`src/rtl/core/vgrt_pkg.sv`:
```
// Shared types and constants for the voxel grid ray traversal block.
// Used by vgrt_div and voxel_grid_ray_traversal_top; depends on nothing.
package vgrt_pkg;

  localparam int unsigned NUM_W  = 33;   // dividend width of the shared divider
  localparam int unsigned TIME_W = 48;   // crossing time width

  localparam logic [TIME_W-1:0] TIME_ALL = {TIME_W{1'b1}};
  localparam logic [TIME_W-1:0] TIME_FIN = {{(TIME_W-1){1'b1}}, 1'b0};

  localparam logic [30:0] SIZE_RESET = 31'd6554;

  typedef struct packed {
    logic [31:0] start_x;
    logic [31:0] start_y;
    logic [31:0] start_z;
    logic [31:0] end_x;
    logic [31:0] end_y;
    logic [31:0] end_z;
  } in_t;

  typedef struct packed {
    logic [31:0] voxel_x;
    logic [31:0] voxel_y;
    logic [31:0] voxel_z;
    logic        last_beat;
    logic        truncated;
  } out_t;

  typedef struct packed {
    logic             start;
    logic             frac_en;
    logic [NUM_W-1:0] num;
    logic [31:0]      den;
  } div_req_t;

  typedef struct packed {
    logic              done;
    logic [TIME_W-1:0] quot;
    logic [31:0]       rem;
  } div_rsp_t;

endpackage

```
`src/rtl/core/vgrt_div.sv`:
```
// Shared restoring divider, one quotient bit per cycle.
// With frac_en the quotient carries FRAC_BITS fraction bits and saturates to TIME_FIN.
// Depends on vgrt_pkg.
module vgrt_div #(
  parameter int unsigned FRAC_BITS = 24
) (
  input  logic               clk_i,
  input  logic               rst_ni,
  input  vgrt_pkg::div_req_t req_i,
  output vgrt_pkg::div_rsp_t rsp_o
);

  localparam int unsigned W  = vgrt_pkg::NUM_W + FRAC_BITS;
  localparam int unsigned CW = $clog2(W + 1);
  localparam int unsigned QW = vgrt_pkg::TIME_W;

  logic [W-1:0]  dvd_q, dvd_d;
  logic [31:0]   rem_q, rem_d;
  logic [31:0]   den_q, den_d;
  logic [QW-1:0] quo_q, quo_d;
  logic          ovf_q, ovf_d;
  logic          fr_q, fr_d;
  logic [CW-1:0] cnt_q, cnt_d;
  logic          busy_q, busy_d;
  logic          done_q, done_d;

  logic [32:0] rem_sh;
  logic        ge;

  assign rem_sh = {rem_q, dvd_q[W-1]};
  assign ge     = rem_sh >= {1'b0, den_q};

  always_comb begin
    dvd_d  = dvd_q;
    rem_d  = rem_q;
    den_d  = den_q;
    quo_d  = quo_q;
    ovf_d  = ovf_q;
    fr_d   = fr_q;
    cnt_d  = cnt_q;
    busy_d = busy_q;
    done_d = 1'b0;
    if (req_i.start) begin
      dvd_d  = {req_i.num, {FRAC_BITS{1'b0}}};
      rem_d  = '0;
      den_d  = req_i.den;
      quo_d  = '0;
      ovf_d  = 1'b0;
      fr_d   = req_i.frac_en;
      cnt_d  = req_i.frac_en ? CW'(W) : CW'(vgrt_pkg::NUM_W);
      busy_d = 1'b1;
    end else if (busy_q) begin
      rem_d = ge ? 32'(rem_sh - {1'b0, den_q}) : rem_sh[31:0];
      quo_d = {quo_q[QW-2:0], ge};
      ovf_d = ovf_q | quo_q[QW-1];
      dvd_d = {dvd_q[W-2:0], 1'b0};
      cnt_d = cnt_q - CW'(1);
      if (cnt_q == CW'(1)) begin
        busy_d = 1'b0;
        done_d = 1'b1;
      end
    end
  end

  always_ff @(posedge clk_i or negedge rst_ni) begin
    if (!rst_ni) begin
      busy_q <= 1'b0;
      done_q <= 1'b0;
      cnt_q  <= '0;
    end else begin
      busy_q <= busy_d;
      done_q <= done_d;
      cnt_q  <= cnt_d;
    end
  end

  always_ff @(posedge clk_i) begin
    dvd_q <= dvd_d;
    rem_q <= rem_d;
    den_q <= den_d;
    quo_q <= quo_d;
    ovf_q <= ovf_d;
    fr_q  <= fr_d;
  end

  always_comb begin
    rsp_o.done = done_q;
    rsp_o.rem  = rem_q;
    if (fr_q && (ovf_q || (&quo_q))) begin
      rsp_o.quot = vgrt_pkg::TIME_FIN;
    end else begin
      rsp_o.quot = quo_q;
    end
  end

endmodule
```
`config.mk`:
```
export PLATFORM = sky130hd
export DESIGN_NAME = vgrt_div
export DESIGN_NICKNAME = d
export VERILOG_FILES = /design/src/rtl/core/vgrt_pkg.sv /design/src/rtl/core/vgrt_div.sv
export SDC_FILE = /design/constraint.sdc
export NUM_CORES = 1
export LEC_CHECK = 0
export BUFFER_PORTS_ARGS = -buffer_cell sky130_fd_sc_hd__buf_2
export CORE_ASPECT_RATIO = 1.25
export CORE_MARGIN = 2
export CORE_UTILIZATION = 56
export DETAILED_ROUTE_END_ITERATION = 12
export GPL_ROUTABILITY_DRIVEN = 0
export GPL_TIMING_DRIVEN = 0
export PLACE_DENSITY = 0.8
export SYNTH_ARGS = -nofsm -noshare
export SYNTH_HDL_FRONTEND = slang
export SYNTH_SLANG_ARGS = --single-unit
```
`constraint.sdc`:
```
create_clock -name clk_i -period 3.5 [get_ports clk_i]
set_input_delay 0.525 -clock clk_i [delete_from_list [all_inputs] [get_ports clk_i]]
set_output_delay 0.525 -clock clk_i [all_outputs]
set_load 0.02 [all_outputs]
```
; ---- After elaboration in Yosys (flattened, before gate mapping)
; Index checks and enable logic that the tools add are counted.
[word_totals]
ff_bits = 155
latchBits = 0
elab_cells = 31
input_bits = 69
ram_bits = 0
n_memories = 0
output_inout_bits = 81
mem_bits_ro = 0
[op_classes]
n_addsub = 2
n_reduce_logical = 4
mul = 0
n_div = 0
n_lt_le_gt_ge = 1
eq_ne = 1
bitwise = 1
n_mux = 13
n_shift = 0
[op_table]
columns = operator, count
row1 = $mux W57, 2
row2 = $mux W48, 1
row3 = $reduce_and A48 Y1, 1
row4 = $ge A33 B32 Y1, 1
row5 = $mux W32, 1
row6 = $sub A32 B32 Y32, 1
row7 = $mux W6, 2
row8 = $eq A6 B1 Y1 const B, 1
row9 = $mux W1, 6
row10 = $sub A6 B1 Y6 const B, 1
row11 = $mux W5, 1
row12 = $reduce_bool A2 Y1, 1
row13 = $logic_and A1 B1 Y1, 1
row14 = $logic_or A1 B1 Y1, 1
row15 = $or A1 B1 Y1, 1

; ---- Logic depth before layout (Yosys ltp)
; Gate-level depths: netlist of the first run.
[depth]
ltp_word = 4
ltp_mapped = 13
mapped_depth_nobuf = 11

; ---- Least setup slack after synthesis of the first run
; No wires, ideal clock.
[synth_timing]
kind = flip-flop to flip-flop
from = register rem_q[6]
to = register rem_q[9]
required_time_ps = 3384
setup_ps = 116
synth_period_minus_slack_ps = 2704
arrival_time_ps = 2588
path_stages_with_launch = 12
setup_slack_ps = 796
path_buffers = 2
path_cell_list = dfxtp_1 > ha_1 > and3_2 > and3_1 > a21boi_4 > o21ba_4 > o31ai_4 > o31a_1 > buf_2 > buf_2 > a21oi_1 > o211a_1
[synth_via]
elab_chain_len = 2
elab_cells_between_ends = 3
classes_between = 1 x add/sub / 1 x order compare / 1 x mux
[synth_rtl]
columns = item, line
row1 = start: declaration, vgrt_div.sv:18  ; logic [31:0] rem_q, rem_d;
row2 = start signal: assignment, vgrt_div.sv:79  ; rem_q <= rem_d;
row3 = $sub A32 B32 Y32 or $ge A33 B32 Y1 (tied branches), "vgrt_div.sv:53, vgrt_div.sv:31"
row4 = $mux W32 *, vgrt_div.sv:53  ; rem_d = ge ? 32'(rem_sh - {1'b0, den_q}) : rem_sh[31:0];
; Mark *: on every way between the ends. The rest lies on a longest branch, timed or not.
; A chain may end at the register's enable or synchronous reset.

==> results of run 1 <==
==> placed cells by master (no fill, tap or decap), drive strengths merged, types with 7 or more instances in the layout <==
| master | count |
|---|---|
| inv | 54 |
| nand4 | 22 |
| o21bai | 7 |
| nor4 | 8 |
| o211ai | 9 |
| nand2 | 44 |
| a21oi | 35 |
| xor2 | 11 |
| nor2 | 103 |
| ha | 34 |
| nor3 | 9 |
| mux2i | 66 |
| dfrtp | 8 |
| buf | 159 |
| xnor2 | 15 |
| and3 | 8 |
| dfxtp | 81 |
| or2 | 47 |
| nand3 | 10 |
| mux2 | 32 |
| a211oi | 22 |
| edfxtp | 66 |
| clkbuf | 50 |
| o21ai | 27 |
==> power by group <==
part           total [mW]  internal (mW)  leakage (nW)  switching (mW)
Clock                1.90           1.08         0.288           0.824
Sequential           2.22           2.07          1.42           0.144
Combinational        1.65          0.675          3.09           0.976
Total                5.77           3.83          4.80            1.95
==> final cells by class <==
type	count	area share, %
clock buffers	17	4.31
plain buffers	43	2.54
inverters	47	1.79
well taps	178	2.26
clock inverters	15	1.83
multi-input cells	575	41.1
repair buffers	150	7.66
flip-flops and latches	155	38.5
==> final timing paths <==
check,depth (start not counted),to,slack [ns]
worst max-delay path,8,rsp_o[74],0.26
worst min-delay path,1,den_q[30],0.26
worst max register to register,13,rem_q[29],0.34
worst min register to register,2,rem_q[7],0.51
max in group asynchronous,2,busy_q,2.86
min in group asynchronous,2,cnt_q[0],0.47
==> through the flow <==
step	cells	cell area [um2]	utilization, %	hold slack [ns]	worst slack (ns)
global placement	1147	9260	64.2	0.374	0.452
finish	1180	9870	68.5	0.257	0.259
floorplan	820	8290	-	0.229	0.796
CTS	1180	9870	68.5	0.250	0.230
global route	1180	9870	68.5	0.251	0.00898
detailed placement	1147	9260	64.2	0.379	0.456
==> routing by layer <==
layer | vias to the layer above | GRT usage [%] | share of wire, %
met5 | - | 0 | 0.063
met4 | 2 | 11.0 | 3.0
met3 | 60 | 6.53 | 6.3
met2 | 223 | 45.6 | 51
met1 | 3213 | 30.2 | 40
li1 | 3288 | - | -
==> registers in the layout, summed over array words and instances, names as in the netlist <==
signal / cells
done_q: 1
quo_q: 48
rem_q: 32
ovf_q: 1
dvd_q: 33
cnt_q: 6
den_q: 32
busy_q: 1
fr_q: 1
==> worst max-delay path, delay by kind of cell (launching register included) <==
family          cells  cell delay (ns)
simple gates        4             0.88
flops               1             0.41
compound gates      1             0.14
buf+inv             3             0.85
==> cells by family after synthesis <==
kind of cell             after synthesis
XOR/XNOR                              26
multiplexers                          98
buffers and inverters                 90
AND/OR/NAND/NOR                      271
AO/OA/AOI/OAI                        145
flip-flops                           155
adder cells (fa/ha/maj)               35
==> results by group, run 1 <==
Status
  • Status: completed

Floorplanning
  • Die area: around 16,000 um2
  • Die height: 140 um
  • IO Pins: 150
  • Initial Util: between 50% and 60%
  • # rows: 49
  • DIE WIDTH: around 110 um
  • Core Area: 14,400 um2

Yosys
  • Count leader, synth: nor2_1
  • Fraction of the mapped netlist area in compound gates: around 12%
  • Asr flop ratio synth: under 10%
  • Largest family of logic cells by synthesized area: simple AND/OR/NAND/NOR gates
  • Synth area leader: edfxtp_1
  • Post-synthesis instance area: around 8300 um2
  • Synth Register Bits: 155
  • Post-Syn Nets: approximately 920
  • Distinct cells, synth: 71
  • Most used DFF post-synth: dfxtp_1
  • Multiplexer share of the synthesized area: roughly an eighth
  • Yosys Warn Count: 0
  • Post-Synth Simple-Gate Area: 16.1%
  • Register area share after synthesis: 45.9%
  • Synth cell count leaders: nor2_1 (103), dfxtp_1 (81), edfxtp_1 (66), mux2i_1 (66), or2_2 (47)
  • Syn avg cell area: ~10 um2
  • Post-synthesis xor/xnor area fraction: around 2.7%
  • Mapped Cells: 820
  • Area share of fa/ha/maj cells after synthesis: 5.38%
  • Top cells by area, synth: edfxtp_1 (24%), dfxtp_1 (20%), mux2i_1 (8.0%), ha_1 (5.1%), nor2_1 (4.7%)
  • Number of synthesized flops with an enable pin: 66
  • Post-synth top area share: about a quarter

Clock network
  • Root Driver: clkbuf_16
  • Maximum buffer depth of the clock tree: 2
  • CTS Buf Count: 17
  • Worst-Skew Late Latency: around 0.44 ns
  • CTS tree: done
  • Clk sinks: 155
  • Setup bufs post-CTS: 0
  • Cts hold-fix bufs: 1
  • Clock transition at path regs: 0.07 ns
  • PostCTS Resize Cnt: 0
  • # H-tree levels: 4

STA
  • Setup Viol. Count Final: 0
  • Rel. slew slack: 19.4%
  • Hold Vio Cnt, Final: 0
  • Clock Skew: 0.00883 ns
  • Fin crit period: around 3.2 ns
  • Slew @ Worst Pin: around 1.2 ns
  • RSZ-0062 raised after global routing: false
  • Max frequency: 0.309 GHz
  • Tcrit/Tclk final: between 90 and 100%
  • Setup TNS: 0 ns
  • Max-slew violations: 0

Global routing
  • Vias in the first global route: roughly 6.7k
  • First-pass GRT wire length: 32,700 um
  • Pin count of the biggest net entering global routing: 36
  • Total gr overflow: 0
  • Initial antenna violation count: 1
  • Tot GR Track Use: between 20% and 30%

Route
  • First drt pass iteration count: 5
  • Routed vias/inst: 5.75
  • Via count: 6,786
  • Post-route ant nets: 0
  • DR WL/cell: 17.4 um
  • First DRT Iteration DRCs: 339
  • Routed wire length: between 20,000 and 25,000 um
  • DRC: 0

Worst setup path
  • R2R Path Start: den_q[14]
  • CP arrival: around 2.7 ns
  • Crit. Startpoint: quo_q[37]
  • Crit path cell chain: nand4_1 > nor4_1 > a31oi_1 > nor2b_1 > clkbuf_1 > clkbuf_1 > or2_2 > buf_2
  • Crit. End Element: output port
  • CP peak stage delay: ~0.41 ns
  • Worst EP required: 2.97 ns
  • Critical Path Most Common Cell: clkbuf_1
  • Crit start category: flop
  • Critical path's slowest cell: dfxtp_1
  • Largest fanout on the critical path: 10
  • Critical path class: flop to output port

Finish
  • Layout cell share with drive strength beyond 1: between 20 and 30%
  • # fillers: roughly 1.2k
  • Ant diodes: 0
  • Multi-input logic area: approximately 4100 um2
  • Area grow syn2layout: 19.1%
  • Fin nets: around 1.1k
  • Sequential Area: roughly 3800 um2

Pwr
  • Worst vdd ir: approximately 0.42 mV
  • Total power: around 5.8 mW
  • Pwr dens: ~580 nW/um2
  • Static leakage: roughly 4.8 nW

Worst hold path
  • Worst min path class: input pin to flop
  • Hold Startpoint: req_i[30]

Run
  • Maxcap violations: 0

Placed design
  • PortBufs: ~150
  • Post-DP HPWL: between 10,000 and 15,000 um
(Power assumes the default switching activity.)
==> run 2: changes to the inputs <==
--- a/config.mk
+++ b/config.mk
@@ -8,11 +8,11 @@
 export BUFFER_PORTS_ARGS = -buffer_cell sky130_fd_sc_hd__buf_2
 export CORE_ASPECT_RATIO = 1.25
 export CORE_MARGIN = 2
-export CORE_UTILIZATION = 56
+export CORE_UTILIZATION = 60
 export DETAILED_ROUTE_END_ITERATION = 12
 export GPL_ROUTABILITY_DRIVEN = 0
 export GPL_TIMING_DRIVEN = 0
-export PLACE_DENSITY = 0.8
+export PLACE_DENSITY = 0.85
 export SYNTH_ARGS = -nofsm -noshare
 export SYNTH_HDL_FRONTEND = slang
 export SYNTH_SLANG_ARGS = --single-unit
==> constraint.sdc (replaced) <==
create_clock -name clk_i -period 4.2 [get_ports clk_i]
set_input_delay 0.63 -clock clk_i [delete_from_list [all_inputs] [get_ports clk_i]]
set_output_delay 0.63 -clock clk_i [all_outputs]
set_load 0.02 [all_outputs]
==> results by group, run 2 (synthesis gave the netlist of run 1 again) <==
Finish
  • Number of flip-flops in the largest register: 48
  • Largest registers: quo_q x48, dvd_q x33
  • Post-layout util: ~72%
  • # fillers: 1,036
  • Layout cell share with drive strength beyond 1: slightly below 30%
  • Area grow syn2layout: 18.8%
  • Ant diodes: 0
  • Top reg by flops: quo_q
  • Most frequent cells in the layout: buf_2 (152), nor2_1 (103), dfxtp_1 (81)
  • Commonest non-fill, non-tap cell in the layout: buf_2
  • Fin nets: ~1.1k

Status
  • Status: completed

STA
  • Hold Vio Cnt, Final: 0
  • Tcrit/Tclk final: about 80%
  • Setup TNS: 0 ns
  • Fin crit period: around 3.4 ns
  • Setup Viol. Count Final: 0
  • Max-slew violations: 0
  • Slew @ Worst Pin: ~1.2 ns
  • RSZ-0062 raised after global routing: false
  • Rel. slew slack: between 20% and 30%
  • Clock Skew: 0.0125 ns
  • Max frequency: between 0.2 and 0.3 GHz

Clock network
  • Cts hold-fix bufs: 0
  • CTS Buf Count: 17
  • Setup bufs post-CTS: 0
  • PostCTS Resize Cnt: 0
  • Root Driver: clkbuf_16
  • Worst-Skew Late Latency: 0.44 ns
  • Clock transition at path regs: ~0.060 ns
  • Clk sinks: between 150 and 200
  • # H-tree levels: 4
  • Maximum buffer depth of the clock tree: 2
  • CTS tree: done

Global routing
  • Met2 usage: between 50 and 60%
  • Initial antenna violation count: 0
  • Tot GR Track Use: between 20% and 30%
  • Total gr overflow: 0
  • Met3 Usage GRT: 6.83%
  • First-pass GRT wire length: around 33,000 um
  • Vias in the first global route: ~6.8k
  • Global routing's busiest layer: met2
  • Pin count of the biggest net entering global routing: 36
  • Met1 usage: between 30 and 40%

Worst setup path
  • R2R Path Start: den_q[14]
  • Crit start category: flop
  • Worst EP required: between 3 and 4 ns
  • Largest fanout on the critical path: 10
  • Crit. Startpoint: quo_q[19]
  • R2R Setup Slk: between 1 and 1.5 ns
  • Worst reg2reg path depth: 13
  • CP arrival: 2.73 ns
  • Critical path class: flop to output port
  • Crit. End Element: output port

Floorplanning
  • IO Pins: 150
  • Die height: roughly 140 um
  • Core Area: between 10,000 and 15,000 um2
  • # rows: 48
  • DIE WIDTH: around 110 um
  • Die area: about 15,000 um2
  • Initial Util: between 60% and 70%

Route
  • Post-route ant nets: 0
  • Via count: around 6.9k
  • DR WL/cell: 17.6 um
  • DRC: 0
  • First DRT Iteration DRCs: 337
  • First drt pass iteration count: 4
  • Routed wire length: 20,700 um
  • Routed vias/inst: between 5 and 6

Pwr
  • Worst vdd ir: 0.292 mV
  • Internal power: ~3.2 mW
  • Static leakage: approximately 4.8 nW
  • Clock network power share: between 30% and 40%
  • Sequential share of power: approximately two fifths
  • Net switching power: ~1.6 mW
  • Pwr dens: 486 nW/um2
  • Combinational share of power: between 20 and 30%
  • Sw frac: roughly 34%

Placed design
  • Post-DP HPWL: ~15,000 um
  • PortBufs: 149

Run
  • Maxcap violations: 0

Worst hold path
  • Worst min path class: input pin to asynchronous set/reset pin
==> run 2: cell types whose count changed in the layout (fill, tap and decap cells not counted), moves of 2 or more <==
cell / change
clkinv_4: +2
clkbuf_16: +3
bufinv_16: -2
clkinvlp_4: -2
inv_6: -3
inv_4: +2
==> run 2: final cells by class <==
| type | instances | area, um2 | share of cell area, % |
|---|---|---|---|
| plain buffers | 43 | 250 | 2.54 |
| clock buffers | 20 | 500 | 5.08 |
| well taps | 175 | 219 | 2.22 |
| flip-flops and latches | 155 | 3800 | 38.6 |
| clock inverters | 12 | 96.3 | 0.978 |
| repair buffers | 149 | 746 | 7.57 |
| inverters | 47 | 176 | 1.79 |
| multi-input cells | 575 | 4060 | 41.2 |
==> run 2: stage by stage <==
step | hold slack (ns) | instance area (um2) | cells | total power [mW] | worst slack [ns]
6_report | 0.0300 | 9850 | 1176 | 4.79 | 0.842
5_1_grt | 0.0279 | 9850 | 1176 | 5.00 | 0.673
4_1_cts | 0.0213 | 9850 | 1176 | 4.78 | 0.842
3_5_place_dp | 0.487 | 9250 | 1144 | 3.23 | 1.07
3_3_place_gp | 0.479 | 9250 | 1144 | 3.19 | 1.13
2_1_floorplan | 0.334 | 8290 | 820 | 2.86 | 1.50
==> run 2: worst paths after layout <==
path                             end
hold / removal              cnt_q[3]
setup / recovery           rsp_o[76]
max in group asynchronous   cnt_q[2]
setup reg to reg           rem_q[29]
min in group clk_i         den_q[17]
hold reg to reg            rem_q[21]
==> run 2: worst max-delay path, cell delays in order (launching register included) <==
cell and delay (ns):
dfxtp_1 0.39, nand4_1 0.12, nor4_1 0.41, a31oi_1 0.14, nor2b_1 0.24, clkbuf_1 0.35, clkbuf_1 0.30, or2_2 0.19
buf_2 0.16
==> run 2: per-layer routing <==
metal  wire, um  part of all wire (%)
met5          0                     0
met4        751                   3.6
met3       1390                   6.7
met2      10500                    51
met1       8020                    39
==> run 2: power groups by stage <==
| stage | clock network [mW] | registers [mW] | logic [mW] |
|---|---|---|---|
| floorplan | 0 | 1.94 | 0.916 |
| global placement | 0 | 1.87 | 1.32 |
| detailed placement | 0 | 1.88 | 1.35 |
| CTS | 1.56 | 1.85 | 1.37 |
| global route | 1.61 | 1.87 | 1.51 |
| finish | 1.55 | 1.85 | 1.39 |
